### src/rtl/core/tod_pkg.sv
package tod_pkg;

   localparam int unsigned RAW_W   = 13;
   localparam int unsigned TILTX_W = 14;
   localparam int unsigned MASK_W  = 8;
   localparam int unsigned LIMIT_W = 12;
   localparam int unsigned CSR_ADDR_W = 8;

   localparam logic [15:0] RECIP10     = 16'd52429;
   localparam int unsigned DIV10_SHIFT = 19;

   typedef logic signed [RAW_W-1:0]   raw_type;
   typedef logic signed [TILTX_W-1:0] tiltx_type;
   typedef logic        [RAW_W-1:0]   mag_type;
   typedef logic        [MASK_W-1:0]  mask_type;
   typedef logic        [LIMIT_W-1:0] limit_type;
   typedef logic        [1:0]         orient_type;

   typedef enum logic [2:0] {
      DEC_SKIP   = 3'd0,
      DEC_FAST   = 3'd1,
      DEC_FLAT   = 3'd2,
      DEC_MIDDLE = 3'd3,
      DEC_SET    = 3'd4
   } dec_type;

   localparam orient_type ORIENT_XPOS = 2'd0;
   localparam orient_type ORIENT_YNEG = 2'd1;
   localparam orient_type ORIENT_XNEG = 2'd2;
   localparam orient_type ORIENT_YPOS = 2'd3;

   typedef enum logic [CSR_ADDR_W-1:0] {
      CSR_DECIMATE_MASK = 8'd0,
      CSR_CHANGE_LIMIT  = 8'd1,
      CSR_FLAT_LIMIT    = 8'd2,
      CSR_DEAD_BAND     = 8'd3
   } csr_index_type;

   function automatic mag_type abs13(input raw_type v);
      return v[RAW_W-1] ? mag_type'(-v) : mag_type'(v);
   endfunction

   // trunc((9*old + raw) / 10), divide by reciprocal multiply on the magnitude
   function automatic raw_type smooth(input raw_type old_v, input raw_type raw_v);
      logic signed [16:0] ext_old;
      logic signed [16:0] ext_raw;
      logic signed [16:0] num;
      logic        [15:0] mag;
      logic        [31:0] prod;
      logic  [RAW_W-1:0]  quo;
      ext_old = {{(17-RAW_W){old_v[RAW_W-1]}}, old_v};
      ext_raw = {{(17-RAW_W){raw_v[RAW_W-1]}}, raw_v};
      num  = (ext_old <<< 3) + ext_old + ext_raw;
      mag  = num[16] ? 16'(-num) : num[15:0];
      prod = 32'(mag) * 32'(RECIP10);
      quo  = prod[DIV10_SHIFT +: RAW_W];
      return num[16] ? raw_type'(-quo) : raw_type'(quo);
   endfunction

endpackage

### src/rtl/core/tod_if.sv
interface tod_req_if;
   logic             valid;
   logic             ready;
   tod_pkg::raw_type raw_x;
   tod_pkg::raw_type raw_y;
   tod_pkg::raw_type raw_z;

   modport source (output valid, output raw_x, output raw_y, output raw_z, input ready);
   modport sink   (input valid, input raw_x, input raw_y, input raw_z, output ready);
endinterface

interface tod_rsp_if;
   logic                  valid;
   logic                  ready;
   tod_pkg::orient_type   orientation;
   logic            [2:0] decision;
   tod_pkg::tiltx_type    tilt_x;
   tod_pkg::raw_type      tilt_y;
   tod_pkg::raw_type      tilt_z;

   modport source (output valid, output orientation, output decision, output tilt_x,
                   output tilt_y, output tilt_z, input ready);
   modport sink   (input valid, input orientation, input decision, input tilt_x,
                   input tilt_y, input tilt_z, output ready);
endinterface

### src/rtl/core/tilt_orientation_detector_top.sv
// channel  | dir | payload                                        | handshake
// req_ch   | in  | raw_x, raw_y, raw_z                            | valid/ready
// rsp_ch   | out | orientation, decision, tilt_x, tilt_y, tilt_z  | valid/ready
// csr      | in  | csr_index, csr_wdata                           | csr_we, no wait
//
// one beat in, one beat out; the input register takes the beat at acceptance and
// the result register takes it from there once rsp_ch is free and offers the result
// the filter, change, flat and dead band checks sit in the single stage between
// the two registers; one beat per cycle is sustained while rsp_ch.ready is high
// a stalled result holds the result register; one more beat can wait in the
// input register, then req_ch.ready drops
// reset is synchronous and restores the valid flags, the CSRs and the filter state to their defaults
module tilt_orientation_detector_top (
   input  logic                               clock,
   input  logic                               reset,
   tod_req_if.sink                            req_ch,
   tod_rsp_if.source                          rsp_ch,
   input  logic                               csr_we,
   input  logic [tod_pkg::CSR_ADDR_W-1:0]     csr_index,
   input  logic [tod_pkg::LIMIT_W-1:0]        csr_wdata
);
   import tod_pkg::*;

   mask_type   decimate_mask_ff;
   limit_type  change_limit_ff;
   limit_type  flat_limit_ff;
   limit_type  dead_band_ff;

   logic       in_valid_ff;
   raw_type    in_raw_x_ff;
   raw_type    in_raw_y_ff;
   raw_type    in_raw_z_ff;

   logic [MASK_W-1:0] frame_count_ff;
   logic [MASK_W-1:0] frame_count_in;
   logic       have_sample_ff;
   raw_type    filt_x_ff;
   raw_type    filt_y_ff;
   raw_type    filt_z_ff;
   raw_type    filt_x_in;
   raw_type    filt_y_in;
   raw_type    filt_z_in;
   orient_type orient_ff;
   orient_type orient_in;

   logic       rsp_valid_ff;
   orient_type rsp_orient_ff;
   dec_type    rsp_decision_ff;
   dec_type    decision_in;
   tiltx_type  rsp_tilt_x_ff;
   raw_type    rsp_tilt_y_ff;
   raw_type    rsp_tilt_z_ff;

   logic       out_free;
   logic       advance;
   logic       take;
   logic       moved;
   mag_type    ax_old, ay_old, az_old;
   mag_type    ax_new, ay_new, az_new;
   mag_type    dx, dy, dz;
   mag_type    mag_tx, mag_ty;

   assign out_free     = !rsp_valid_ff || rsp_ch.ready;
   assign advance      = in_valid_ff && out_free;
   assign req_ch.ready = !in_valid_ff || out_free;

   assign rsp_ch.valid       = rsp_valid_ff;
   assign rsp_ch.orientation = rsp_orient_ff;
   assign rsp_ch.decision    = rsp_decision_ff;
   assign rsp_ch.tilt_x      = rsp_tilt_x_ff;
   assign rsp_ch.tilt_y      = rsp_tilt_y_ff;
   assign rsp_ch.tilt_z      = rsp_tilt_z_ff;

   always_comb begin
      frame_count_in = frame_count_ff + 1'b1;
      take           = (frame_count_in & decimate_mask_ff) == '0;

      if (have_sample_ff) begin
         filt_x_in = smooth(filt_x_ff, in_raw_x_ff);
         filt_y_in = smooth(filt_y_ff, in_raw_y_ff);
         filt_z_in = smooth(filt_z_ff, in_raw_z_ff);
      end else begin
         filt_x_in = in_raw_x_ff;
         filt_y_in = in_raw_y_ff;
         filt_z_in = in_raw_z_ff;
      end

      ax_old = abs13(filt_x_ff);
      ay_old = abs13(filt_y_ff);
      az_old = abs13(filt_z_ff);
      ax_new = abs13(filt_x_in);
      ay_new = abs13(filt_y_in);
      az_new = abs13(filt_z_in);
      dx = (ax_new > ax_old) ? ax_new - ax_old : ax_old - ax_new;
      dy = (ay_new > ay_old) ? ay_new - ay_old : ay_old - ay_new;
      dz = (az_new > az_old) ? az_new - az_old : az_old - az_new;
      moved = (dx > mag_type'(change_limit_ff)) || (dy > mag_type'(change_limit_ff))
           || (dz > mag_type'(change_limit_ff));

      // rotated frame: tilt_x = -filt_y, tilt_y = filt_x
      mag_tx = ay_new;
      mag_ty = ax_new;

      orient_in   = orient_ff;
      decision_in = DEC_SKIP;
      if (take) begin
         if (moved) begin
            decision_in = DEC_FAST;
         end else if (az_new > mag_type'(flat_limit_ff)) begin
            decision_in = DEC_FLAT;
         end else if (mag_tx > mag_ty) begin
            if ((mag_tx - mag_ty) < mag_type'(dead_band_ff)) begin
               decision_in = DEC_MIDDLE;
            end else begin
               decision_in = DEC_SET;
               orient_in   = (filt_y_in > 0) ? ORIENT_XNEG : ORIENT_XPOS;
            end
         end else begin
            if ((mag_ty - mag_tx) < mag_type'(dead_band_ff)) begin
               decision_in = DEC_MIDDLE;
            end else begin
               decision_in = DEC_SET;
               orient_in   = filt_x_in[RAW_W-1] ? ORIENT_YNEG : ORIENT_YPOS;
            end
         end
      end
   end

   always_ff @(posedge clock) begin
      if (reset) begin
         decimate_mask_ff <= MASK_W'(3);
         change_limit_ff  <= LIMIT_W'(100);
         flat_limit_ff    <= LIMIT_W'(900);
         dead_band_ff     <= LIMIT_W'(100);
      end else if (csr_we) begin
         unique case (csr_index)
            CSR_DECIMATE_MASK: decimate_mask_ff <= csr_wdata[MASK_W-1:0];
            CSR_CHANGE_LIMIT:  change_limit_ff  <= csr_wdata;
            CSR_FLAT_LIMIT:    flat_limit_ff    <= csr_wdata;
            CSR_DEAD_BAND:     dead_band_ff     <= csr_wdata;
            default: ;
         endcase
      end
   end

   // input register
   always_ff @(posedge clock) begin
      if (reset) begin
         in_valid_ff <= 1'b0;
      end else if (req_ch.ready) begin
         in_valid_ff <= req_ch.valid;
      end
   end

   always_ff @(posedge clock) begin
      if (req_ch.valid && req_ch.ready) begin
         in_raw_x_ff <= req_ch.raw_x;
         in_raw_y_ff <= req_ch.raw_y;
         in_raw_z_ff <= req_ch.raw_z;
      end
   end

   // filter and orientation state
   always_ff @(posedge clock) begin
      if (reset) begin
         frame_count_ff <= '0;
         have_sample_ff <= 1'b0;
         filt_x_ff      <= '0;
         filt_y_ff      <= '0;
         filt_z_ff      <= '0;
         orient_ff      <= ORIENT_XPOS;
      end else if (advance) begin
         frame_count_ff <= frame_count_in;
         orient_ff      <= orient_in;
         if (take) begin
            have_sample_ff <= 1'b1;
            filt_x_ff      <= filt_x_in;
            filt_y_ff      <= filt_y_in;
            filt_z_ff      <= filt_z_in;
         end
      end
   end

   // result register
   always_ff @(posedge clock) begin
      if (reset) begin
         rsp_valid_ff <= 1'b0;
      end else if (out_free) begin
         rsp_valid_ff <= in_valid_ff;
      end
   end

   always_ff @(posedge clock) begin
      if (advance) begin
         rsp_orient_ff   <= orient_in;
         rsp_decision_ff <= decision_in;
         if (take) begin
            rsp_tilt_x_ff <= -{filt_y_in[RAW_W-1], filt_y_in};
            rsp_tilt_y_ff <= filt_x_in;
            rsp_tilt_z_ff <= filt_z_in;
         end else begin
            rsp_tilt_x_ff <= -{filt_y_ff[RAW_W-1], filt_y_ff};
            rsp_tilt_y_ff <= filt_x_ff;
            rsp_tilt_z_ff <= filt_z_ff;
         end
      end
   end

   // skipped tick leaves the filter state alone
   assert property (@(posedge clock) disable iff (reset)
      (advance && !take) |=> ($stable(filt_x_ff) && $stable(filt_y_ff) && $stable(filt_z_ff)
                              && $stable(orient_ff)))
      else $error("filter state changed on a skipped tick");

   // a beat in the input register is never dropped while the result is stalled
   assert property (@(posedge clock) disable iff (reset)
      (in_valid_ff && !out_free) |=> in_valid_ff)
      else $error("input beat lost during stall");

   assert property (@(posedge clock) disable iff (reset)
      have_sample_ff |=> have_sample_ff)
      else $error("sample flag cleared outside reset");

   // orientation set agrees with the sign of the dominant axis
   assert property (@(posedge clock) disable iff (reset)
      (rsp_valid_ff && rsp_decision_ff == DEC_SET) |->
         ((rsp_orient_ff == ORIENT_XPOS && rsp_tilt_x_ff > 0)
       || (rsp_orient_ff == ORIENT_XNEG && rsp_tilt_x_ff < 0)
       || (rsp_orient_ff == ORIENT_YNEG && rsp_tilt_y_ff < 0)
       || (rsp_orient_ff == ORIENT_YPOS && rsp_tilt_y_ff >= 0)))
      else $error("orientation does not match tilt sign");

endmodule
### src/flat_wrapper.sv
// flat-port wrapper written by rule: the top's interface ports become plain ports
module tilt_orientation_detector_top_flat import tod_pkg::*;
  (clock, reset, csr_we, csr_index, csr_wdata, req_ch_valid, req_ch_raw_x, req_ch_raw_y, req_ch_raw_z, req_ch_ready, rsp_ch_valid, rsp_ch_orientation, rsp_ch_decision, rsp_ch_tilt_x, rsp_ch_tilt_y, rsp_ch_tilt_z, rsp_ch_ready);
  tod_req_if req_ch_i ();
  tod_rsp_if rsp_ch_i ();
  input  logic clock;
  input  logic reset;
  input  logic csr_we;
  input  logic [tod_pkg::CSR_ADDR_W-1:0] csr_index;
  input  logic [tod_pkg::LIMIT_W-1:0] csr_wdata;
  input wire logic [$bits(req_ch_i.valid)-1:0] req_ch_valid;
  input wire logic [$bits(req_ch_i.raw_x)-1:0] req_ch_raw_x;
  input wire logic [$bits(req_ch_i.raw_y)-1:0] req_ch_raw_y;
  input wire logic [$bits(req_ch_i.raw_z)-1:0] req_ch_raw_z;
  output wire logic [$bits(req_ch_i.ready)-1:0] req_ch_ready;
  output wire logic [$bits(rsp_ch_i.valid)-1:0] rsp_ch_valid;
  output wire logic [$bits(rsp_ch_i.orientation)-1:0] rsp_ch_orientation;
  output wire logic [$bits(rsp_ch_i.decision)-1:0] rsp_ch_decision;
  output wire logic [$bits(rsp_ch_i.tilt_x)-1:0] rsp_ch_tilt_x;
  output wire logic [$bits(rsp_ch_i.tilt_y)-1:0] rsp_ch_tilt_y;
  output wire logic [$bits(rsp_ch_i.tilt_z)-1:0] rsp_ch_tilt_z;
  input wire logic [$bits(rsp_ch_i.ready)-1:0] rsp_ch_ready;
  assign req_ch_i.valid = req_ch_valid;
  assign req_ch_i.raw_x = req_ch_raw_x;
  assign req_ch_i.raw_y = req_ch_raw_y;
  assign req_ch_i.raw_z = req_ch_raw_z;
  assign req_ch_ready = req_ch_i.ready;
  assign rsp_ch_valid = rsp_ch_i.valid;
  assign rsp_ch_orientation = rsp_ch_i.orientation;
  assign rsp_ch_decision = rsp_ch_i.decision;
  assign rsp_ch_tilt_x = rsp_ch_i.tilt_x;
  assign rsp_ch_tilt_y = rsp_ch_i.tilt_y;
  assign rsp_ch_tilt_z = rsp_ch_i.tilt_z;
  assign rsp_ch_i.ready = rsp_ch_ready;
  tilt_orientation_detector_top u_core (.clock(clock), .reset(reset), .req_ch(req_ch_i), .rsp_ch(rsp_ch_i), .csr_we(csr_we), .csr_index(csr_index), .csr_wdata(csr_wdata));
endmodule
### config.mk
export PLATFORM = sky130hd
export DESIGN_NAME = tilt_orientation_detector_top_flat
export DESIGN_NICKNAME = d
export VERILOG_FILES = /design/src/rtl/core/tod_pkg.sv /design/src/rtl/core/tod_if.sv /design/src/rtl/core/tilt_orientation_detector_top.sv /design/src/flat_wrapper.sv
export SDC_FILE = /design/constraint.sdc
export NUM_CORES = 2
export LEC_CHECK = 0
export BUFFER_PORTS_ARGS = -buffer_cell sky130_fd_sc_hd__buf_2
export CORE_ASPECT_RATIO = 0.7
export CORE_MARGIN = 2
export CORE_UTILIZATION = 46
export CTS_CLUSTER_SIZE = 20
export DETAILED_ROUTE_END_ITERATION = 7
export PLACE_DENSITY = 0.63
export SLEW_MARGIN = 10
export SYNTH_ARGS = -nofsm -noshare
export SYNTH_HDL_FRONTEND = slang
export SYNTH_SLANG_ARGS = --single-unit
### constraint.sdc
create_clock -name clock -period 29.9 [get_ports clock]
set_clock_uncertainty 0.05 [all_clocks]
set_input_delay 8.97 -clock clock [delete_from_list [all_inputs] [get_ports clock]]
set_output_delay 8.97 -clock clock [all_outputs]
set_load 0.03 [all_outputs]
Word level (Yosys, flattened, before mapping)
Index checks and enable logic that the tools add are counted.

storage, ports and cells
  flip-flop bits (word level) = 180
  output and inout bits = 47

operators by class
  $add $sub $neg = 29
  reductions and logical operators = 17
  $mul = 3
  bitwise operators = 2
  order comparisons = 11
  eq/ne operators = 3
  multiplexer cells = 34

operators by type and width
  kind                      number
  $mux W13                  17
  $neg A13 Y13              9
  $sub A13 B13 Y13          8
  $mul A16 B16 Y32 const B  3
  $gt A13 B12 Y1            4
  $gt A13 B13 Y1            4
  $add A16 B13 Y17          3
  $add A17 B13 Y17          3
  $mux W16                  3
  $neg A16 Y16              3
  $neg A14 Y14              2
  $lt A13 B12 Y1            2
  $mux W2                   9
  $eq A8 B2 Y1 const B      2
  $logic_not A8 Y1          2
  $mux W14                  1
  $gt A13 B1 Y1 const B     1
  $reduce_and A2 Y1         5
  $mux W3                   3
  $add A8 B1 Y8 const B     1
  $and A8 B8 Y8             1
  $eq A8 B1 Y1 const B      1
  $logic_or A1 B1 Y1        4
  $reduce_or A3 Y1          1
  5 further kinds           7

Depth between registers and ports, before layout
  depth after elaboration = 17
  depth in mapped cells = 82
  mapped depth without buffers = 79

Least setup slack after synthesis
No wires, ideal clock.

  path type = input to output
  start = input rsp_ch_ready
  end = output req_ch_ready
  data arrival time = 9.392 ns
  setup slack = 11.488 ns
  cell stages on the path = 2
  path through = nor2b_1 nand2_1

between the ends
  longest elaborated chain between the ends = 2

ends and longest elaborated chain
  element             RTL line                             source
  start, declared     flat_wrapper.sv:22                   input wire logic [$bits(rsp_ch_i.ready)-1:0] rsp_ch_ready;
  $logic_or A1 B1 Y1  tilt_orientation_detector_top.sv:63  assign out_free = !rsp_valid_ff || rsp_ch.ready;
  $logic_or A1 B1 Y1  tilt_orientation_detector_top.sv:65  assign req_ch.ready = !in_valid_ff || out_free;
  end, declared       flat_wrapper.sv:15                   output wire logic [$bits(req_ch_i.ready)-1:0] req_ch_ready;

Every way passes these cells.

Final worst setup path
  start = register u_core.filt_z_ff[5]
  end = register u_core.rsp_orient_ff[0], in the netlist u_core.rsp_ch.orientation[0] (data pin)

between the ends
  longest elaborated chain between the ends = 16

ends and longest elaborated chain
  element                                             RTL line                              source
  start, declared                                     tilt_orientation_detector_top.sv:39   raw_type filt_z_ff;
  start signal, assigned                              tilt_orientation_detector_top.sv:179  filt_z_ff <= filt_z_in;
  $add A16 B13 Y17                                    tod_pkg.sv:53                         num = (ext_old <<< 3) + ext_old + ext_raw;
  $add A17 B13 Y17                                    tod_pkg.sv:53
  $neg A16 Y16                                        tod_pkg.sv:54                         mag = num[16] ? 16'(-num) : num[15:0];
  $mux W16                                            tod_pkg.sv:54
  $mul A16 B16 Y32                                    tod_pkg.sv:55                         prod = 32'(mag) * 32'(RECIP10);
  $neg A13 Y13                                        tod_pkg.sv:57                         return num[16] ? raw_type'(-quo) : raw_type'(quo);
  $mux W13                                            tod_pkg.sv:57
  $mux W13                                            tilt_orientation_detector_top.sv:78   if (have_sample_ff) begin
  $neg A13 Y13                                        tod_pkg.sv:40                         return v[RAW_W-1] ? mag_type'(-v) : mag_type'(v);
  $mux W13                                            tod_pkg.sv:40
  $sub A13 B13 Y13 or $gt A13 B13 Y1 (tied branches)  tilt_orientation_detector_top.sv:96   dz = (az_new > az_old) ? az_new - az_old : az_old - az_new;
  $mux W13                                            tilt_orientation_detector_top.sv:96
  $gt A13 B12 Y1                                      tilt_orientation_detector_top.sv:98   || (dz > mag_type'(change_limit_ff));
  $logic_or A1 B1 Y1                                  tilt_orientation_detector_top.sv:98
  $mux W2 (*)                                         tilt_orientation_detector_top.sv:107  if (moved) begin
  $mux W2 (*)                                         tilt_orientation_detector_top.sv:106  if (take) begin
  net u_core.orient_in[0]                             tilt_orientation_detector_top.sv:44   orient_type orient_in;
  end signal, assigned                                tilt_orientation_detector_top.sv:195  rsp_orient_ff <= orient_in;
  end, declared                                       tilt_orientation_detector_top.sv:47   orient_type rsp_orient_ff;

The timed path passes the listed nets; every way through them passes the cells marked *.
A chain may end at the register's enable or synchronous reset.

==> metrics.cfg <==
[run_status]
outcome=finished clean

[sta]
rsz0062_at_grt=false
period_share=0.645
fin_tns_setup_ns=0
relSlewSlack=0.179
hold_viol_final=0
worst_pin_slew_ns=1.23
setup_viol=0
finalWorstSetupSlack_ns=10.61
fmax_mhz=51.9
min_period_ns=19.29
slew_viol_final=0
holdWs_ns=0.407

[yosys]
ys_types=107
syn-cell-area_mm2=0.0351
synth_fp_nets=5049
yosysMostFrequentCell=inv_1
synth_edf_count=84
synthArstFlopShare=0
syn-mean-instance-area_um2=8.62
synth_area_leaders=ha_1 (22%), fa_1 (16%), inv_1 (7.7%), edfxtp_1 (7.2%), dfxtp_1 (5.5%)
yosysTopAreaCellShare=0.224
synth_cells=4068
ys_ff_latch=180
netlist.top_cell.by_area=ha_1
synth_ff_type=dfxtp_1
ys_warn_count=0
yosysSeqAreaShare=0.127
netlist_top_cells_count=inv_1 (715), ha_1 (628), fa_1 (289)

[finish]
synthToLayoutAreaGrowth_pct=6.28
design_area_mm2=0.0373
seqCellArea_mm2=0.00445
n_fill_cell=7359
antennaDiodeCount=0
finalNetCount=5104
drive_gt1_frac=0.0624
multi_input_area_mm2=0.0275

[cts]
insertion_delay_ns=0.47
cts_root_buf=clkbuf_16
clk_path_buf_depth=2
cts_setup_buffers=0
cts_sinks=180
cts_buffers=17
clk_pin_slew_ns=0.08
cts_resized=0
cts_tree=done
hold_buffers=0
htreeDepth=4

[floorplanning]
die_w_um=334
core_mm2=0.0753
start_util=0.466
die_h_um=235
std_cell_rows=84
io_pins=111
die_area_mm2=0.0785

[setup_path]
worstSetupPathType=flop to flop
reg2reg_slack_ns=10.61
startpoint_type=flop
cpPeakStageDelay_ns=0.84
crit_required_ns=30.07
crit_path_frequent_cell=o21a_1
arrival_ns=19.46
end_kind=flop
cp_slowest_cell=mux2i_1
r2r_cells=69
path_max_fanout=14
r2r_end=u_core.rsp_ch.orientation[0]$_DFFE_PP_
reg2reg_from=u_core.filt_z_ff[5]$_SDFFE_PP0P_

[drt]
wire_per_inst_um=20.2
routed_wl_um=104000
ant_nets=0
dr.pass1.iters=6
via_count=29000
drtIter0Drc=2521
vias_per_cell=5.65
drcViolationCount=0

[global_routing]
grt_first_pass_wirelength_um=162000
grt_max_degree=58
gr-total-overflow=0
first_global_vias=27700
antenna_found_initial=6
grt_usage=0.264

[run]
maxCapViolCount=0

[placed_design]
pre_cts_slack_ns=10.99
port_buffers=110
gp_congestion=0.970
hpwl_um=87900
placement.cell_area_mm2=0.0367

[hold_path]
holdPathStages=2
holdCritStartpoint=u_core.filt_y_ff[12]$_SDFFE_PP0P_
hold_path_class=flop to flop
hold_end=u_core.filt_y_ff[12]$_SDFFE_PP0P_

==> cell families (layout without fill, tap and decap cells) <==
family / after synthesis / in the layout / share of synthesized area
buffers and inverters: 821 / 889 / 0.0884
flip-flops: 180 / 180 / 0.127
AND/OR/NAND/NOR: 937 / 937 / 0.135
AO/OA/AOI/OAI: 813 / 813 / 0.156
XOR/XNOR: 299 / 299 / 0.0753
multiplexers: 101 / 101 / 0.0295
adder cells (fa/ha/maj): 917 / 917 / 0.389
==> through the flow <==
stage	util	std cells
after global placement	0.488	5093
after global routing	0.495	5125
final	0.495	5125
after floorplan	-	4068
after detailed placement	0.488	5093
after CTS	0.495	5125
==> area by class of cell <==
cell class                      instances  share of cell area
Clock buffer                           19              0.0122
Clock inverter                         13             0.00356
Inverter                              717              0.0722
Multi-Input combinational cell       3067               0.739
Sequential cell                       180               0.119
Tap cell                              989              0.0332
Timing Repair Buffer                  140              0.0208
==> placed cells by master, fill, tap and decap left out, types with 84 or more instances in the layout <==
cell | netlist | final
nor2_1 | 222 | 222
xnor2_1 | 187 | 187
ha_1 | 628 | 628
a21o_1 | 137 | 137
fa_1 | 289 | 289
buf_2 | 6 | 110
dfxtp_1 | 96 | 95
inv_1 | 715 | 715
xor2_1 | 110 | 110
o21ai_0 | 145 | 144
edfxtp_1 | 84 | 84
mux2i_1 | 86 | 86
a21oi_1 | 209 | 209
nand2_1 | 246 | 245
==> routing by layer <==
layer / global-route usage / share of wire / vias to the layer above
li1: - / - / 14000
met1: 0.429 / 0.51 / 13800
met4: 0.0396 / 0.013 / 6
met2: 0.343 / 0.37 / 1116
met5: 0 / 0.00034 / -
met3: 0.0727 / 0.11 / 67
==> sequential cells by signal (all words and copies together), names as in the netlist, 12 cells and up <==
name,count
u_core.filt_y_ff,13
u_core.change_limit_ff,12
u_core.in_raw_x_ff,13
u_core.flat_limit_ff,12
u_core.in_raw_z_ff,13
u_core.filt_x_ff,13
u_core.rsp_ch.tilt_y,13
u_core.in_raw_y_ff,13
u_core.rsp_ch.tilt_z,13
u_core.filt_z_ff,13
u_core.dead_band_ff,12
u_core.rsp_ch.tilt_x,14
==> worst max-delay path, delay by kind of cell (launching register included) <==
kind                     cells  cell delay [ns]
AO/OA/AOI/OAI               33             6.86
buffers and inverters        8             1.00
flip-flops                   1             0.50
multiplexers                 2             1.20
AND/OR/NAND/NOR             11             2.74
adder cells (fa/ha/maj)     11             4.98
XOR/XNOR                     4             1.75
==> worst max-delay path by stage <==
stage | startpoint | endpoint | slack [ns] | depth (start not counted)
CTS | u_core.filt_z_ff[5]$_SDFFE_PP0P_ | u_core.rsp_ch.orientation[0]$_DFFE_PP_ | 10.90 | 69
floorplan | rsp_ch_ready | req_ch_ready | 11.49 | 2
detailed placement | u_core.filt_z_ff[5]$_SDFFE_PP0P_ | u_core.rsp_ch.orientation[0]$_DFFE_PP_ | 10.99 | 69
global placement | rsp_ch_ready | req_ch_ready | 11.21 | 4
finish | u_core.filt_z_ff[5]$_SDFFE_PP0P_ | u_core.rsp_ch.orientation[0]$_DFFE_PP_ | 10.61 | 69
global route | u_core.filt_z_ff[3]$_SDFFE_PP0P_ | u_core.rsp_ch.orientation[0]$_DFFE_PP_ | 9.41 | 75
Power is left out: the tool's default activity adds up to more than one toggle a clock period on the data nets, which glitch-free logic cannot reach.
